==> src/design/relative_error_norm_top_assert.svh <==
// assertion macros for the relative error norm block
`ifndef RELATIVE_ERROR_NORM_TOP_ASSERT_SVH
`define RELATIVE_ERROR_NORM_TOP_ASSERT_SVH

// consequent checked in the same cycle
`define REN_ASSERT_SAME(lbl, ante, cons) \
    lbl: assert property (@(posedge clk) disable iff (!rst_n) (ante) |-> (cons)) \
        else $error("relative_error_norm assertion failed");

// consequent checked in the cycle after the antecedent
`define REN_ASSERT_NEXT(lbl, ante, cons) \
    lbl: assert property (@(posedge clk) disable iff (!rst_n) (ante) |=> (cons)) \
        else $error("relative_error_norm assertion failed");

`endif

==> src/design/ren_pkg.sv <==
// shared types and constants of the relative error norm block
`default_nettype none

package ren_pkg;

    localparam int DATA_W        = 24;
    localparam int TDATA_W       = 6 * DATA_W;
    localparam int RATIO_W       = 32;
    localparam int FRAC_BITS_DEF = 16;
    localparam int KIND_W        = 2;
    localparam int CFG_IDX_W     = 2;
    localparam int CFG_DATA_W    = 2;
    localparam int QUEUE_DEPTH   = 2;

    localparam logic [CFG_IDX_W-1:0] REG_NORM_KIND    = 2'd0;
    localparam logic [CFG_IDX_W-1:0] REG_COMPLEX_MODE = 2'd1;

    localparam logic [KIND_W-1:0] KIND_REL_MAX  = 2'd0;
    localparam logic [KIND_W-1:0] KIND_MAX_ZSUM = 2'd1;
    localparam logic [KIND_W-1:0] KIND_REL_TWO  = 2'd2;

    localparam logic REQ_XY = 1'b0;
    localparam logic REQ_Z  = 1'b1;

    typedef struct packed {
        logic                     is_z;
        logic signed [DATA_W-1:0] a_re;
        logic signed [DATA_W-1:0] a_im;
        logic signed [DATA_W-1:0] b_re;
        logic signed [DATA_W-1:0] b_im;
        logic                     last;
    } ren_item_t;

    typedef struct packed {
        logic full;
        logic empty;
    } ren_q_stat_t;

endpackage

`default_nettype wire

==> src/design/ren_front.sv <==
// front end: config registers, input transactions and operand selection
`default_nettype none

module ren_front import ren_pkg::*;
(
    input  wire logic                  clk,
    input  wire logic                  rst_n,
    input  wire logic                  cfg_valid,
    output      logic                  cfg_ready,
    input  wire logic [CFG_IDX_W-1:0]  cfg_index,
    input  wire logic [CFG_DATA_W-1:0] cfg_data,
    input  wire logic                  s_axis_tvalid,
    output      logic                  s_axis_tready,
    input  wire logic [TDATA_W-1:0]    s_axis_tdata,
    input  wire logic                  s_axis_tuser,
    input  wire logic                  s_axis_tlast,
    input  wire ren_q_stat_t           q_stat,
    output      logic                  push,
    output      ren_item_t             item,
    output      logic [KIND_W-1:0]     norm_kind
);

    logic [KIND_W-1:0] norm_kind_reg, norm_kind_next;
    logic              complex_mode_reg, complex_mode_next;
    logic [DATA_W-1:0] x_re, x_im, y_re, y_im, z_re, z_im;

    assign cfg_ready = 1'b1;

    always_comb
    begin
        norm_kind_next    = norm_kind_reg;
        complex_mode_next = complex_mode_reg;
        if (cfg_valid && cfg_index == REG_NORM_KIND)
        begin
            norm_kind_next = cfg_data;
        end
        if (cfg_valid && cfg_index == REG_COMPLEX_MODE)
        begin
            complex_mode_next = cfg_data[0];
        end
    end

    always_ff @(posedge clk or negedge rst_n)
    begin
        if (!rst_n)
        begin
            norm_kind_reg    <= KIND_REL_MAX;
            complex_mode_reg <= 1'b1;
        end
        else
        begin
            norm_kind_reg    <= norm_kind_next;
            complex_mode_reg <= complex_mode_next;
        end
    end

    assign x_re = s_axis_tdata[DATA_W-1:0];
    assign x_im = s_axis_tdata[2*DATA_W-1:DATA_W];
    assign y_re = s_axis_tdata[3*DATA_W-1:2*DATA_W];
    assign y_im = s_axis_tdata[4*DATA_W-1:3*DATA_W];
    assign z_re = s_axis_tdata[5*DATA_W-1:4*DATA_W];
    assign z_im = s_axis_tdata[6*DATA_W-1:5*DATA_W];

    // z items become a = z, b = 0; imaginary parts dropped in real mode
    always_comb
    begin
        item.is_z = (s_axis_tuser == REQ_Z);
        item.last = s_axis_tlast;
        if (s_axis_tuser == REQ_Z)
        begin
            item.a_re = z_re;
            item.a_im = complex_mode_reg ? z_im : '0;
            item.b_re = '0;
            item.b_im = '0;
        end
        else
        begin
            item.a_re = x_re;
            item.a_im = complex_mode_reg ? x_im : '0;
            item.b_re = y_re;
            item.b_im = complex_mode_reg ? y_im : '0;
        end
    end

    assign s_axis_tready = !q_stat.full;
    assign push          = s_axis_tvalid && !q_stat.full;
    assign norm_kind     = norm_kind_reg;

endmodule

`default_nettype wire

==> src/design/ren_queue.sv <==
// short item queue between front and back
`default_nettype none

module ren_queue import ren_pkg::*;
(
    input  wire logic        clk,
    input  wire logic        rst_n,
    input  wire logic        push,
    input  wire ren_item_t   push_item,
    input  wire logic        pop,
    output      ren_item_t   pop_item,
    output      ren_q_stat_t q_stat
);

    localparam int PTR_W = $clog2(QUEUE_DEPTH);
    localparam int CNT_W = $clog2(QUEUE_DEPTH + 1);

    ren_item_t              mem_reg [QUEUE_DEPTH];
    logic [PTR_W-1:0]       wr_ptr_reg, wr_ptr_next;
    logic [PTR_W-1:0]       rd_ptr_reg, rd_ptr_next;
    logic [CNT_W-1:0]       count_reg, count_next;
    logic                   do_push, do_pop;

    assign q_stat.full  = (count_reg == CNT_W'(QUEUE_DEPTH));
    assign q_stat.empty = (count_reg == '0);
    assign do_push      = push && !q_stat.full;
    assign do_pop       = pop && !q_stat.empty;
    assign pop_item     = mem_reg[rd_ptr_reg];

    always_comb
    begin
        wr_ptr_next = do_push ? wr_ptr_reg + 1'b1 : wr_ptr_reg;
        rd_ptr_next = do_pop ? rd_ptr_reg + 1'b1 : rd_ptr_reg;
        count_next  = count_reg;
        if (do_push && !do_pop)
        begin
            count_next = count_reg + 1'b1;
        end
        else if (do_pop && !do_push)
        begin
            count_next = count_reg - 1'b1;
        end
    end

    always_ff @(posedge clk or negedge rst_n)
    begin
        if (!rst_n)
        begin
            wr_ptr_reg <= '0;
            rd_ptr_reg <= '0;
            count_reg  <= '0;
        end
        else
        begin
            wr_ptr_reg <= wr_ptr_next;
            rd_ptr_reg <= rd_ptr_next;
            count_reg  <= count_next;
        end
    end

    always_ff @(posedge clk)
    begin
        if (do_push)
        begin
            mem_reg[wr_ptr_reg] <= push_item;
        end
    end

endmodule

`default_nettype wire

==> src/design/ren_back.sv <==
// back end: squares, accumulators, bit-serial root and divide, result register
`default_nettype none

module ren_back import ren_pkg::*;
#(
    parameter int FRAC_BITS = FRAC_BITS_DEF
)
(
    input  wire logic               clk,
    input  wire logic               rst_n,
    input  wire ren_q_stat_t        q_stat,
    output      logic               pop,
    input  wire ren_item_t          item,
    input  wire logic [KIND_W-1:0]  norm_kind,
    output      logic               m_axis_tvalid,
    input  wire logic               m_axis_tready,
    output      logic [RATIO_W-1:0] m_axis_tdata,
    output      logic [1:0]         m_axis_tuser
);

    localparam int MAG_W  = DATA_W + 1;
    localparam int PROD_W = 2 * MAG_W;
    localparam int DMAX_W = 50;
    localparam int RMAX_W = 48;
    localparam int SUM_W  = 64;
    localparam int ZSUM_W = 40;
    localparam int SH     = 2 * FRAC_BITS;
    localparam int W_SQ   = SUM_W + SH;
    localparam int W_R    = W_SQ / 2;
    localparam int CNT_W  = $clog2(W_SQ + 1);

    typedef enum logic [3:0] {
        S_IDLE, S_MUL, S_ACC, S_SQRT, S_ZACC, S_LAST, S_DIV, S_FIN
    } state_t;

    state_t             state_reg, state_next;
    ren_item_t          item_reg, item_next;
    logic [MAG_W-1:0]   mag_reg [4];
    logic [MAG_W-1:0]   mag_next [4];
    logic [2:0]         step_reg, step_next;
    logic [PROD_W-1:0]  prod_reg, prod_next;
    logic [DMAX_W-1:0]  dsq_reg, dsq_next;
    logic [RMAX_W-1:0]  rsq_reg, rsq_next;
    logic [DMAX_W-1:0]  diff_max_reg, diff_max_next;
    logic [RMAX_W-1:0]  ref_max_reg, ref_max_next;
    logic [SUM_W-1:0]   diff_sum_reg, diff_sum_next;
    logic [SUM_W-1:0]   ref_sum_reg, ref_sum_next;
    logic [ZSUM_W-1:0]  z_sum_reg, z_sum_next;
    logic               sat_reg, sat_next;
    logic               kind1_reg, kind1_next;
    logic               fin_reg, fin_next;
    logic [W_SQ-1:0]    div_num_reg, div_num_next;
    logic [SUM_W-1:0]   div_rem_reg, div_rem_next;
    logic [SUM_W-1:0]   div_den_reg, div_den_next;
    logic [W_SQ-1:0]    sq_op_reg, sq_op_next;
    logic [W_R+1:0]     sq_rem_reg, sq_rem_next;
    logic [W_R-1:0]     sq_root_reg, sq_root_next;
    logic [CNT_W-1:0]   cnt_reg, cnt_next;
    logic [W_SQ-1:0]    res_reg, res_next;
    logic               zero_reg, zero_next;
    logic               out_valid_reg, out_valid_next;
    logic [RATIO_W-1:0] ratio_reg, ratio_next;
    logic               out_zero_reg, out_zero_next;
    logic               out_ovf_reg, out_ovf_next;

    logic [MAG_W-1:0]   d_re, d_im, mag_sel;
    logic [SUM_W:0]     dsum_add, rsum_add;
    logic [ZSUM_W:0]    zsum_add;
    logic [SUM_W:0]     div_sh;
    logic               div_bit;
    logic [W_SQ-1:0]    div_step_num;
    logic [SUM_W-1:0]   div_step_rem;
    logic [W_R+3:0]     sq_rem2, sq_trial;
    logic               sq_bit;
    logic [W_R+1:0]     sq_step_rem;
    logic [W_R-1:0]     sq_step_root;
    logic [KIND_W-1:0]  kind_eff;
    logic [SUM_W-1:0]   num_sel, den_sel;
    logic               res_big;

    function automatic logic [MAG_W-1:0] abs_mag(input logic [MAG_W-1:0] v);
        return v[MAG_W-1] ? (~v + 1'b1) : v;
    endfunction

    assign d_re    = {item.a_re[DATA_W-1], item.a_re} - {item.b_re[DATA_W-1], item.b_re};
    assign d_im    = {item.a_im[DATA_W-1], item.a_im} - {item.b_im[DATA_W-1], item.b_im};
    assign mag_sel = mag_reg[step_reg[1:0]];

    assign dsum_add = {1'b0, diff_sum_reg} + (SUM_W + 1)'(dsq_reg);
    assign rsum_add = {1'b0, ref_sum_reg} + (SUM_W + 1)'(rsq_reg);
    assign zsum_add = {1'b0, z_sum_reg} + (ZSUM_W + 1)'(sq_root_reg[DATA_W-1:0]);

    // restoring divide, one quotient bit per cycle
    assign div_sh       = {div_rem_reg, div_num_reg[W_SQ-1]};
    assign div_bit      = (div_sh >= {1'b0, div_den_reg});
    assign div_step_rem = div_bit ? SUM_W'(div_sh - {1'b0, div_den_reg}) : div_sh[SUM_W-1:0];
    assign div_step_num = {div_num_reg[W_SQ-2:0], div_bit};

    // digit-by-digit square root, one root bit per cycle
    assign sq_rem2      = {sq_rem_reg, sq_op_reg[W_SQ-1:W_SQ-2]};
    assign sq_trial     = (W_R + 4)'({sq_root_reg, 2'b01});
    assign sq_bit       = (sq_rem2 >= sq_trial);
    assign sq_step_rem  = sq_bit ? (W_R + 2)'(sq_rem2 - sq_trial) : sq_rem2[W_R+1:0];
    assign sq_step_root = {sq_root_reg[W_R-2:0], sq_bit};

    assign kind_eff = (norm_kind == KIND_MAX_ZSUM || norm_kind == KIND_REL_TWO)
                      ? norm_kind : KIND_REL_MAX;
    assign num_sel  = (kind_eff == KIND_REL_MAX) ? SUM_W'(diff_max_reg) : diff_sum_reg;
    assign den_sel  = (kind_eff == KIND_REL_MAX) ? SUM_W'(ref_max_reg) : ref_sum_reg;
    assign res_big  = |res_reg[W_SQ-1:RATIO_W];

    assign pop = (state_reg == S_IDLE) && !q_stat.empty;

    always_comb
    begin
        state_next     = state_reg;
        item_next      = item_reg;
        mag_next       = mag_reg;
        step_next      = step_reg;
        prod_next      = mag_sel * mag_sel;
        dsq_next       = dsq_reg;
        rsq_next       = rsq_reg;
        diff_max_next  = diff_max_reg;
        ref_max_next   = ref_max_reg;
        diff_sum_next  = diff_sum_reg;
        ref_sum_next   = ref_sum_reg;
        z_sum_next     = z_sum_reg;
        sat_next       = sat_reg;
        kind1_next     = kind1_reg;
        fin_next       = fin_reg;
        div_num_next   = div_num_reg;
        div_rem_next   = div_rem_reg;
        div_den_next   = div_den_reg;
        sq_op_next     = sq_op_reg;
        sq_rem_next    = sq_rem_reg;
        sq_root_next   = sq_root_reg;
        cnt_next       = cnt_reg;
        res_next       = res_reg;
        zero_next      = zero_reg;
        out_valid_next = out_valid_reg && !m_axis_tready;
        ratio_next     = ratio_reg;
        out_zero_next  = out_zero_reg;
        out_ovf_next   = out_ovf_reg;

        case (state_reg)
            S_IDLE:
            begin
                if (!q_stat.empty)
                begin
                    item_next   = item;
                    mag_next[0] = abs_mag(d_re);
                    mag_next[1] = abs_mag(d_im);
                    mag_next[2] = abs_mag({item.a_re[DATA_W-1], item.a_re});
                    mag_next[3] = abs_mag({item.a_im[DATA_W-1], item.a_im});
                    step_next   = '0;
                    dsq_next    = '0;
                    rsq_next    = '0;
                    state_next  = S_MUL;
                end
            end
            S_MUL:
            begin
                step_next = step_reg + 1'b1;
                if (step_reg == 3'd1 || step_reg == 3'd2)
                begin
                    dsq_next = dsq_reg + prod_reg;
                end
                if (step_reg == 3'd3 || step_reg == 3'd4)
                begin
                    rsq_next = rsq_reg + prod_reg[RMAX_W-1:0];
                end
                if (step_reg == 3'd4)
                begin
                    state_next = S_ACC;
                end
            end
            S_ACC:
            begin
                if (item_reg.is_z)
                begin
                    sq_op_next   = W_SQ'(rsq_reg);
                    sq_rem_next  = '0;
                    sq_root_next = '0;
                    cnt_next     = CNT_W'(W_R);
                    fin_next     = 1'b0;
                    state_next   = S_SQRT;
                end
                else
                begin
                    if (dsq_reg > diff_max_reg)
                    begin
                        diff_max_next = dsq_reg;
                    end
                    if (rsq_reg > ref_max_reg)
                    begin
                        ref_max_next = rsq_reg;
                    end
                    if (dsum_add[SUM_W])
                    begin
                        diff_sum_next = '1;
                        sat_next      = 1'b1;
                    end
                    else
                    begin
                        diff_sum_next = dsum_add[SUM_W-1:0];
                    end
                    if (rsum_add[SUM_W])
                    begin
                        ref_sum_next = '1;
                        sat_next     = 1'b1;
                    end
                    else
                    begin
                        ref_sum_next = rsum_add[SUM_W-1:0];
                    end
                    state_next = item_reg.last ? S_LAST : S_IDLE;
                end
            end
            S_ZACC:
            begin
                if (zsum_add[ZSUM_W])
                begin
                    z_sum_next = '1;
                    sat_next   = 1'b1;
                end
                else
                begin
                    z_sum_next = zsum_add[ZSUM_W-1:0];
                end
                state_next = item_reg.last ? S_LAST : S_IDLE;
            end
            S_LAST:
            begin
                fin_next   = 1'b1;
                zero_next  = 1'b0;
                res_next   = '0;
                kind1_next = (kind_eff == KIND_MAX_ZSUM);
                if (kind_eff == KIND_MAX_ZSUM)
                begin
                    if (z_sum_reg == '0)
                    begin
                        zero_next  = 1'b1;
                        state_next = S_FIN;
                    end
                    else
                    begin
                        sq_op_next   = {(SUM_W - DMAX_W)'(0), diff_max_reg, SH'(0)};
                        sq_rem_next  = '0;
                        sq_root_next = '0;
                        cnt_next     = CNT_W'(W_R);
                        state_next   = S_SQRT;
                    end
                end
                else
                begin
                    if (den_sel == '0)
                    begin
                        zero_next  = 1'b1;
                        state_next = S_FIN;
                    end
                    else
                    begin
                        div_num_next = {num_sel, SH'(0)};
                        div_rem_next = '0;
                        div_den_next = den_sel;
                        cnt_next     = CNT_W'(W_SQ);
                        state_next   = S_DIV;
                    end
                end
            end
            S_SQRT:
            begin
                sq_op_next   = {sq_op_reg[W_SQ-3:0], 2'b00};
                sq_rem_next  = sq_step_rem;
                sq_root_next = sq_step_root;
                cnt_next     = cnt_reg - 1'b1;
                if (cnt_reg == CNT_W'(1))
                begin
                    if (!fin_reg)
                    begin
                        state_next = S_ZACC;
                    end
                    else if (kind1_reg)
                    begin
                        div_num_next = W_SQ'(sq_step_root);
                        div_rem_next = '0;
                        div_den_next = SUM_W'(z_sum_reg);
                        cnt_next     = CNT_W'(W_SQ);
                        state_next   = S_DIV;
                    end
                    else
                    begin
                        res_next   = W_SQ'(sq_step_root);
                        state_next = S_FIN;
                    end
                end
            end
            S_DIV:
            begin
                div_num_next = div_step_num;
                div_rem_next = div_step_rem;
                cnt_next     = cnt_reg - 1'b1;
                if (cnt_reg == CNT_W'(1))
                begin
                    if (kind1_reg)
                    begin
                        res_next   = div_step_num;
                        state_next = S_FIN;
                    end
                    else
                    begin
                        sq_op_next   = div_step_num;
                        sq_rem_next  = '0;
                        sq_root_next = '0;
                        cnt_next     = CNT_W'(W_R);
                        state_next   = S_SQRT;
                    end
                end
            end
            S_FIN:
            begin
                if (!out_valid_reg || m_axis_tready)
                begin
                    out_valid_next = 1'b1;
                    ratio_next     = res_big ? '1 : res_reg[RATIO_W-1:0];
                    out_zero_next  = zero_reg;
                    out_ovf_next   = res_big || sat_reg;
                    diff_max_next  = '0;
                    ref_max_next   = '0;
                    diff_sum_next  = '0;
                    ref_sum_next   = '0;
                    z_sum_next     = '0;
                    sat_next       = 1'b0;
                    fin_next       = 1'b0;
                    state_next     = S_IDLE;
                end
            end
            default:
            begin
                state_next = S_IDLE;
            end
        endcase
    end

    always_ff @(posedge clk or negedge rst_n)
    begin
        if (!rst_n)
        begin
            state_reg     <= S_IDLE;
            step_reg      <= '0;
            diff_max_reg  <= '0;
            ref_max_reg   <= '0;
            diff_sum_reg  <= '0;
            ref_sum_reg   <= '0;
            z_sum_reg     <= '0;
            sat_reg       <= 1'b0;
            kind1_reg     <= 1'b0;
            fin_reg       <= 1'b0;
            cnt_reg       <= '0;
            out_valid_reg <= 1'b0;
        end
        else
        begin
            state_reg     <= state_next;
            step_reg      <= step_next;
            diff_max_reg  <= diff_max_next;
            ref_max_reg   <= ref_max_next;
            diff_sum_reg  <= diff_sum_next;
            ref_sum_reg   <= ref_sum_next;
            z_sum_reg     <= z_sum_next;
            sat_reg       <= sat_next;
            kind1_reg     <= kind1_next;
            fin_reg       <= fin_next;
            cnt_reg       <= cnt_next;
            out_valid_reg <= out_valid_next;
        end
    end

    always_ff @(posedge clk)
    begin
        item_reg     <= item_next;
        mag_reg      <= mag_next;
        prod_reg     <= prod_next;
        dsq_reg      <= dsq_next;
        rsq_reg      <= rsq_next;
        div_num_reg  <= div_num_next;
        div_rem_reg  <= div_rem_next;
        div_den_reg  <= div_den_next;
        sq_op_reg    <= sq_op_next;
        sq_rem_reg   <= sq_rem_next;
        sq_root_reg  <= sq_root_next;
        res_reg      <= res_next;
        zero_reg     <= zero_next;
        ratio_reg    <= ratio_next;
        out_zero_reg <= out_zero_next;
        out_ovf_reg  <= out_ovf_next;
    end

    assign m_axis_tvalid = out_valid_reg;
    assign m_axis_tdata  = ratio_reg;
    assign m_axis_tuser  = {out_ovf_reg, out_zero_reg};

endmodule

`default_nettype wire

==> src/design/relative_error_norm_top.sv <==
// top level of the relative error norm block
`default_nettype none

// Relative error norm: x/y pairs and z elements stream in, and the transaction
// with tlast set produces one unsigned Q(32-FRAC_BITS).FRAC_BITS ratio. An x/y
// element passes through a shared 25x25 squarer used four times in the back end,
// then the accumulate step; a z element also passes through a bit-serial root
// of its magnitude. The result adds one bit-serial divide and one bit-serial
// root unless its denominator is zero. A two-entry queue lets the input side
// run ahead, and the result register lets the next job proceed while a result
// waits.

`include "relative_error_norm_top_assert.svh"

module relative_error_norm_top import ren_pkg::*;
#(
    parameter int FRAC_BITS = FRAC_BITS_DEF
)
(
    input  wire logic                  clk,
    input  wire logic                  rst_n,
    input  wire logic                  cfg_valid,
    output      logic                  cfg_ready,
    input  wire logic [CFG_IDX_W-1:0]  cfg_index,
    input  wire logic [CFG_DATA_W-1:0] cfg_data,
    input  wire logic                  s_axis_tvalid,
    output      logic                  s_axis_tready,
    // x_re, x_im, y_re, y_im, z_re, z_im
    input  wire logic [TDATA_W-1:0]    s_axis_tdata,
    // req_type
    input  wire logic                  s_axis_tuser,
    input  wire logic                  s_axis_tlast,
    output      logic                  m_axis_tvalid,
    input  wire logic                  m_axis_tready,
    // ratio
    output      logic [RATIO_W-1:0]    m_axis_tdata,
    // zero_denominator, overflowed
    output      logic [1:0]            m_axis_tuser
);

    ren_q_stat_t       q_stat;
    logic              push;
    logic              pop;
    ren_item_t         push_item;
    ren_item_t         pop_item;
    logic [KIND_W-1:0] norm_kind;

    ren_front u_front (
        .clk           (clk),
        .rst_n         (rst_n),
        .cfg_valid     (cfg_valid),
        .cfg_ready     (cfg_ready),
        .cfg_index     (cfg_index),
        .cfg_data      (cfg_data),
        .s_axis_tvalid (s_axis_tvalid),
        .s_axis_tready (s_axis_tready),
        .s_axis_tdata  (s_axis_tdata),
        .s_axis_tuser  (s_axis_tuser),
        .s_axis_tlast  (s_axis_tlast),
        .q_stat        (q_stat),
        .push          (push),
        .item          (push_item),
        .norm_kind     (norm_kind)
    );

    ren_queue u_queue (
        .clk       (clk),
        .rst_n     (rst_n),
        .push      (push),
        .push_item (push_item),
        .pop       (pop),
        .pop_item  (pop_item),
        .q_stat    (q_stat)
    );

    ren_back #(
        .FRAC_BITS (FRAC_BITS)
    ) u_back (
        .clk           (clk),
        .rst_n         (rst_n),
        .q_stat        (q_stat),
        .pop           (pop),
        .item          (pop_item),
        .norm_kind     (norm_kind),
        .m_axis_tvalid (m_axis_tvalid),
        .m_axis_tready (m_axis_tready),
        .m_axis_tdata  (m_axis_tdata),
        .m_axis_tuser  (m_axis_tuser)
    );

    `REN_ASSERT_SAME(a_zero_den_ratio, m_axis_tvalid && m_axis_tuser[0], m_axis_tdata == '0)
    `REN_ASSERT_NEXT(a_push_fills_queue, push, !q_stat.empty)
    `REN_ASSERT_SAME(a_no_pop_when_empty, q_stat.empty, !pop)

endmodule

`default_nettype wire
==> config.mk <==
export PLATFORM = sky130hd
export DESIGN_NAME = relative_error_norm_top
export DESIGN_NICKNAME = d
export VERILOG_FILES = /design/src/design/ren_pkg.sv /design/src/design/ren_front.sv /design/src/design/ren_queue.sv /design/src/design/ren_back.sv /design/src/design/relative_error_norm_top.sv
export VERILOG_INCLUDE_DIRS = /design/src /design/src/design
export SDC_FILE = /design/constraint.sdc
export NUM_CORES = 2
export LEC_CHECK = 0
export ABC_CLOCK_PERIOD_IN_PS = 19800
export BUFFER_PORTS_ARGS = -buffer_cell sky130_fd_sc_hd__buf_2
export CORE_ASPECT_RATIO = 1.2
export CORE_UTILIZATION = 42
export CTS_BUF_LIST = sky130_fd_sc_hd__clkbuf_2
export DETAILED_ROUTE_END_ITERATION = 6
export PLACE_DENSITY = 0.57
export SLEW_MARGIN = 10
export SYNTH_ARGS = -nofsm -noshare
export SYNTH_HDL_FRONTEND = slang
export SYNTH_SLANG_ARGS = --single-unit
==> constraint.sdc <==
create_clock -name clk -period 19.8 [get_ports clk]
set_input_delay 4.95 -clock clk [delete_from_list [all_inputs] [get_ports clk]]
set_output_delay 4.95 -clock clk [all_outputs]
set_load 0.005 [all_outputs]
# ---- Word level (Yosys, flattened, before mapping)
# Memories as Yosys holds them, arrays and structs flattened.
# Cells that the tools add are included.
dict set report totals {
  register_bits 1090
  elab_cells 292
  memories 1
  inputBits 155
  mem_bits_rw 196
  out_inout_bits 37
}
dict set report classes {
  eq_ne 41
  muxes 125
  n_reduce_logical 53
  bitwise_logic 6
  n_mul 1
  add_sub_neg 19
  n_lt_le_gt_ge 5
}
# memory depth width rd rd_ports_with_merged_regs write_ports line
set mem_list {}
lappend mem_list {u_queue.mem_reg 2 98 1 0 1 ren_queue.sv:18} ;# ren_item_t mem_reg [QUEUE_DEPTH];
# operator n
set op_table {}
lappend op_table {{$mux 96} 16}
lappend op_table {{$mux 64} 18}
lappend op_table {{$pmux 96 s3} 2}
lappend op_table {{$mux 50} 11}
lappend op_table {{$mux 48} 10}
lappend op_table {{$pmux 64 s2} 3}
lappend op_table {{$pmux 96 s4} 1}
lappend op_table {{$pmux 50 s2} 2}
lappend op_table {{$pmux 50 s4} 1}
lappend op_table {{$pmux 48 s2} 2}
lappend op_table {{$pmux 48 s4} 1}
lappend op_table {{$pmux 64 s3} 1}
lappend op_table {{$mux 24} 5}
lappend op_table {{$add 25x1->25 const B} 4}
lappend op_table {{$not 25->25} 4}
lappend op_table {{$mux 40} 2}
lappend op_table {{$pmux 40 s2} 1}
lappend op_table {{$add 64x48->65} 1}
lappend op_table {{$add 64x50->65} 1}
lappend op_table {{$ge 65x64->1} 1}
lappend op_table {{$logic_not 64->1} 1}
lappend op_table {{$reduce_or 64->1} 1}
lappend op_table {{$sub 64x64->64} 1}
lappend op_table {{$mux 7} 9}
lappend op_table {{56 further kinds} 151}

# ---- Depth between registers and ports, before layout
dict set report logic_depth {
  ltp_word 9
  ltp_mapped 35
  mapped_depth_nobuf 32
}

# ---- Cells and area by module
# From an unflattened synthesis, not the netlist that was laid out.
dict set report unflattened {
  cells_unflattened 9620
  area_unflattened_um2 95401.5
}
# module seq_area_each_um2 cells_per_inst instances area_per_inst_um2
set by_module_without_submodules {}
lappend by_module_without_submodules {ren_back 30554.3 9149 1 86744.4}
lappend by_module_without_submodules {ren_queue 5985.7 324 1 7297.0}
lappend by_module_without_submodules {ren_front 76.3 147 1 1360.1}

# ---- Worst setup path before layout
# OpenSTA, ideal clock, no wires.
dict set report synth_path {
  path_kind {flip-flop to flip-flop}
  start {register u_back.state_reg[2]}
  end {register u_back.sq_op_reg[0] (enable)}
  setup_ps 1045
  path_slack_ps 3233
  n_path_buf 3
  t_arrival_ps 15522
  required_ps 18755
  synth_period_minus_slack_ps 16567
  stages_incl_launch_ff 9
  cell_sequence {dfrtp_1 > clkbuf_1 > nand2_1 > or2_2 > clkbuf_1 > inv_1 > clkbuf_1 > a22oi_1 > a21boi_0}
}
dict set report synth_via {
  elab_chain_len 3
  elab_cells_between_ends 11
  classes_between {9 x eq/ne; 2 x reduce/logical}
}
# element line
set synth_rtl {}
lappend synth_rtl {{from (decl)} ren_back.sv:36} ;# state_t state_reg, state_next;
lappend synth_rtl {{from (signal assigned)} ren_back.sv:364} ;# state_reg <= state_next;
lappend synth_rtl {{$eq 4x3->1 / $eq 4x2->1 (equally long branches)} ren_back.sv:145} ;# case (state_reg)
lappend synth_rtl {{$ne 2x2->1 (no line) (tied with other cells)} -}
lappend synth_rtl {{$reduce_and 6->1 (no line) *} -}
lappend synth_rtl {{to (signal assigned)} ren_back.sv:389} ;# sq_op_reg <= sq_op_next;
lappend synth_rtl {{to (decl)} ren_back.sv:55} ;# logic [W_SQ-1:0] sq_op_reg, sq_op_next;
# Mark *: on every way between the ends. The rest lies on a longest branch, timed or not.
# A chain may end at the register's enable or synchronous reset.

# ---- Worst setup path after layout
dict set report layout_path {
  start {register u_back.step_reg[1]}
  end {register u_back.prod_reg[46]}
}
dict set report layout_via {
  elab_chain_len 5
}
# element line
set layout_rtl {}
lappend layout_rtl {{from (decl)} ren_back.sv:40} ;# logic [2:0] step_reg, step_next;
lappend layout_rtl {{from (signal assigned)} ren_back.sv:365} ;# step_reg <= step_next;
lappend layout_rtl {{$not 2->3 (not written as such)} ren_back.sv:87} ;# assign mag_sel = mag_reg[step_reg[1:0]];
lappend layout_rtl {{$bmux 25 s2} ren_back.sv:87}
lappend layout_rtl {{$mux 25 (not written as such) (2 in series)} ren_back.sv:87}
lappend layout_rtl {{$mul 25x25->50} ren_back.sv:120} ;# prod_next = mag_sel * mag_sel;
lappend layout_rtl {{net u_back.prod_next[46]} ren_back.sv:41} ;# logic [PROD_W-1:0] prod_reg, prod_next;
lappend layout_rtl {{to (signal assigned)} ren_back.sv:383} ;# prod_reg <= prod_next;
lappend layout_rtl {{to (decl)} ren_back.sv:41}
# The timed path passes the listed nets, and every way through them passes these cells. The select of a mux whose other input is x is not followed.

==> results.sh <==
export IMPL_floorplan_rows=191
export IMPL_maximum_cell_stage_delay_along_the_critical_path_ns=1.11
export IMPL_pre_cts_slack_ns=9.28
export IMPL_worst_slew_pin_transition_ns=1.24
export IMPL_final_setup_skew_ns=0.170
export IMPL_clock_path_buffers=4
export IMPL_dp_hpwl_um=234000
export IMPL_grt_remaining_overflow=0
export IMPL_hold_path_end="u_back.cnt_reg[1]"
export IMPL_max_freq_ghz=0.0942
export IMPL_crit_top_cell="fa_1"
export IMPL_timing_slew_headroom=0.172
export IMPL_fp_coreArea_mm2=0.226
export IMPL_drtPass1Iterations=7
export IMPL_most_frequent_cells_in_the_layout="1086 x inv_1, 945 x edfxtp_1, 777 x nor2_1"
export IMPL_tritoncts_clock_tree="built"
export IMPL_crit_path_max_fanout=53
export IMPL_clock_latency_ns=1.69
export IMPL_largest_register_ff_count=196
export IMPL_height_of_the_die_um=524
export IMPL_grt_first_pass_wirelength_um=461000
export IMPL_hold_viol=0
export IMPL_synth_seq_cells=1284
export IMPL_worstSetupPathType="reg2reg"
export IMPL_floorplan_die_width_um=437
export IMPL_regToRegEndpoint="u_back.prod_reg[46]"
export IMPL_violations="design-rule violations"
export IMPL_hold_path_cell_count=1
export IMPL_worst_path_dominant_cell_family="adder cells"
export IMPL_layout_commonest_cell="inv_1"
export IMPL_filler_cell_count=21900
export IMPL_fin_nets=11200
export IMPL_post_drt_wl_per_cell_um=23.2
export IMPL_dominant_register_cell_in_the_synthesized_netlist="edfxtp_1"
export IMPL_timing_max_cap_violations=0
export IMPL_drt_iter0_markers=4846
export IMPL_num_vias=74500
export IMPL_timing_critical_path_buf_inv=7
export IMPL_run_status="complete, but fails checks"
export IMPL_route_detailed_drc=54
export IMPL_cts_htree_levels=5
export IMPL_routed_wl_um=307000
export IMPL_cts_hold_buffers=0
export IMPL_worst_endpoint_required_ns=21.29
export IMPL_netlist_area_mm2=0.0952
export IMPL_worst_slack_ns=9.19
export IMPL_gp_congestion=0.986
export IMPL_finalCoreUtilization=0.455
export IMPL_rsz0062_at_grt="false"
export IMPL_cts_sink_count=1284
export IMPL_timing_final_max_slew_violations=0
export IMPL_final_period_utilization=0.536
export IMPL_synth_cell_type_count=87
export IMPL_yosys_warnings=0
export IMPL_synthesis_area_per_instance_um2=9.80
export IMPL_synthesized_instance_count=9714
export IMPL_port_buffer_count=190
export IMPL_antenna_found_initial=15
export IMPL_critical_path_startpoint_type="flop"
export IMPL_r2r_start="u_back.step_reg[1]"
export IMPL_period_needed_ns=10.61
export IMPL_synth_yosys_seq_area_share=0.384
export IMPL_grt_max_degree=102
export IMPL_final_antenna_net_count=0
export IMPL_post_cts_resized=0
export IMPL_start_util=0.422
export IMPL_layout_area_overhead_vs_synth_pct=7.79
export IMPL_hold_start="u_back.cnt_reg[1]"
export IMPL_finalSetupViolCount=0
export IMPL_synth_async_sr_flop_share=0.226
export IMPL_r2r_setup_slk_ns=9.19
export IMPL_area_of_the_die_mm2=0.229
export IMPL_postCtsSetupBuffers=0
export IMPL_worst_r2r_path_depth=29
export IMPL_worst_setup_ep_type="flop"
export IMPL_layout_drive_gt1_share=0.100
export IMPL_clk_root_buffer_cell="clkbuf_2"
export IMPL_cts_made_buffers=350
export IMPL_finalSetupTns_ns=0
export IMPL_first_global_vias=76100
export IMPL_crit_path_top_delay_cell="clkinv_1"
export IMPL_routed_via_density=5.64
export IMPL_synth_enable_flop_cells=945
export IMPL_total_routing_resource_utilization_after_global_routing=0.263
export IMPL_min_delay_path_class="reg2reg"
export IMPL_number_of_i_o_pins=192
export IMPL_worst_setup_hold_path_clk_slew_ns=0.08
export IMPL_worst_endpoint_arrival_ns=12.10
-- cells by family after synthesis --
family	share of synthesized area
buffers and inverters	0.0609
DFF	0.384
adders and majority gates	0.189
xor gates and xnor gates	0.0450
muxes	0.0387
AOI/OAI and AO/OA	0.161
and+or+nand+nor	0.120
other	0.0000789
-- worst max path at each step --
stage	from	to	slack [ns]	depth (start not counted)
floorplan	u_back.state_reg[2]	u_back.sq_op_reg[0]	3.23	8
global placement	u_back.step_reg[1]	u_back.prod_reg[46]	9.52	29
detailed placement	u_back.step_reg[1]	u_back.prod_reg[45]	9.28	29
CTS	u_back.step_reg[1]	u_back.prod_reg[49]	9.16	29
global route	u_back.step_reg[1]	u_back.prod_reg[46]	8.81	29
finish	u_back.step_reg[1]	u_back.prod_reg[46]	9.19	29
-- metal layers --
metal | vias up | track usage | routed length [um]
met1 | 36500 | 0.304 | 119000
met3 | 757 | 0.0370 | 16100
met5 | - | 0 | 114
li1 | 34800 | - | -
met4 | 18 | 0.144 | 18800
met2 | 2483 | 0.469 | 153000
-- synthesized netlist by cell type, types with 88 or more instances --
cell type     n  area share
inv_1      1088       0.043
edfxtp_1    945        0.30
nor2_1      786       0.031
nand2_1     763       0.030
ha_1        669       0.088
a21oi_1     656       0.034
o21ai_0     568       0.030
fa_1        482        0.10
a21o_1      419       0.033
clkbuf_1    392       0.015
dfrtp_1     289       0.076
xnor2_1     289       0.027
mux2i_1     275       0.029
xor2_1      200       0.018
nand4_1     138      0.0091
nand3_1     125      0.0066
nor2b_1     108      0.0071
nor3_1      103      0.0054
a211oi_1    100      0.0079
nand2b_1     98      0.0064
and3_1       88      0.0058
-- area by class of cell --
class | instances | area (um2) | area share
multi-input cells | 6893 | 53100 | 0.517
diodes | 10 | 25.0 | 0.000244
inverters | 1092 | 4100 | 0.0400
clock inverters | 137 | 795 | 0.00774
well taps | 2991 | 3740 | 0.0365
flip-flops and latches | 1284 | 36600 | 0.357
clock buffers | 489 | 2450 | 0.0238
repair buffers | 310 | 1860 | 0.0182
-- worst reg2reg max path: cells and delay by family, from the launching register on --
kind	cells	cell delay, ns
multiplexers	1	0.45
buffers and inverters	7	2.02
XOR/XNOR	1	0.15
AND/OR/NAND/NOR	1	0.42
AO/OA/AOI/OAI	11	3.25
flip-flops	1	0.35
adder cells (fa/ha/maj)	8	3.88
-- through the flow --
stage,hold slack [ns],area (um2),instances
floorplan,0.400,95200,9715
CTS,0.475,103000,13200
global placement,0.487,99400,12600
finish,0.503,103000,13200
detailed placement,0.491,99400,12600
global route,0.516,103000,13200
Power is left out: the tool's default activity adds up to more than one toggle a clock period on the data nets, which glitch-free logic cannot reach.
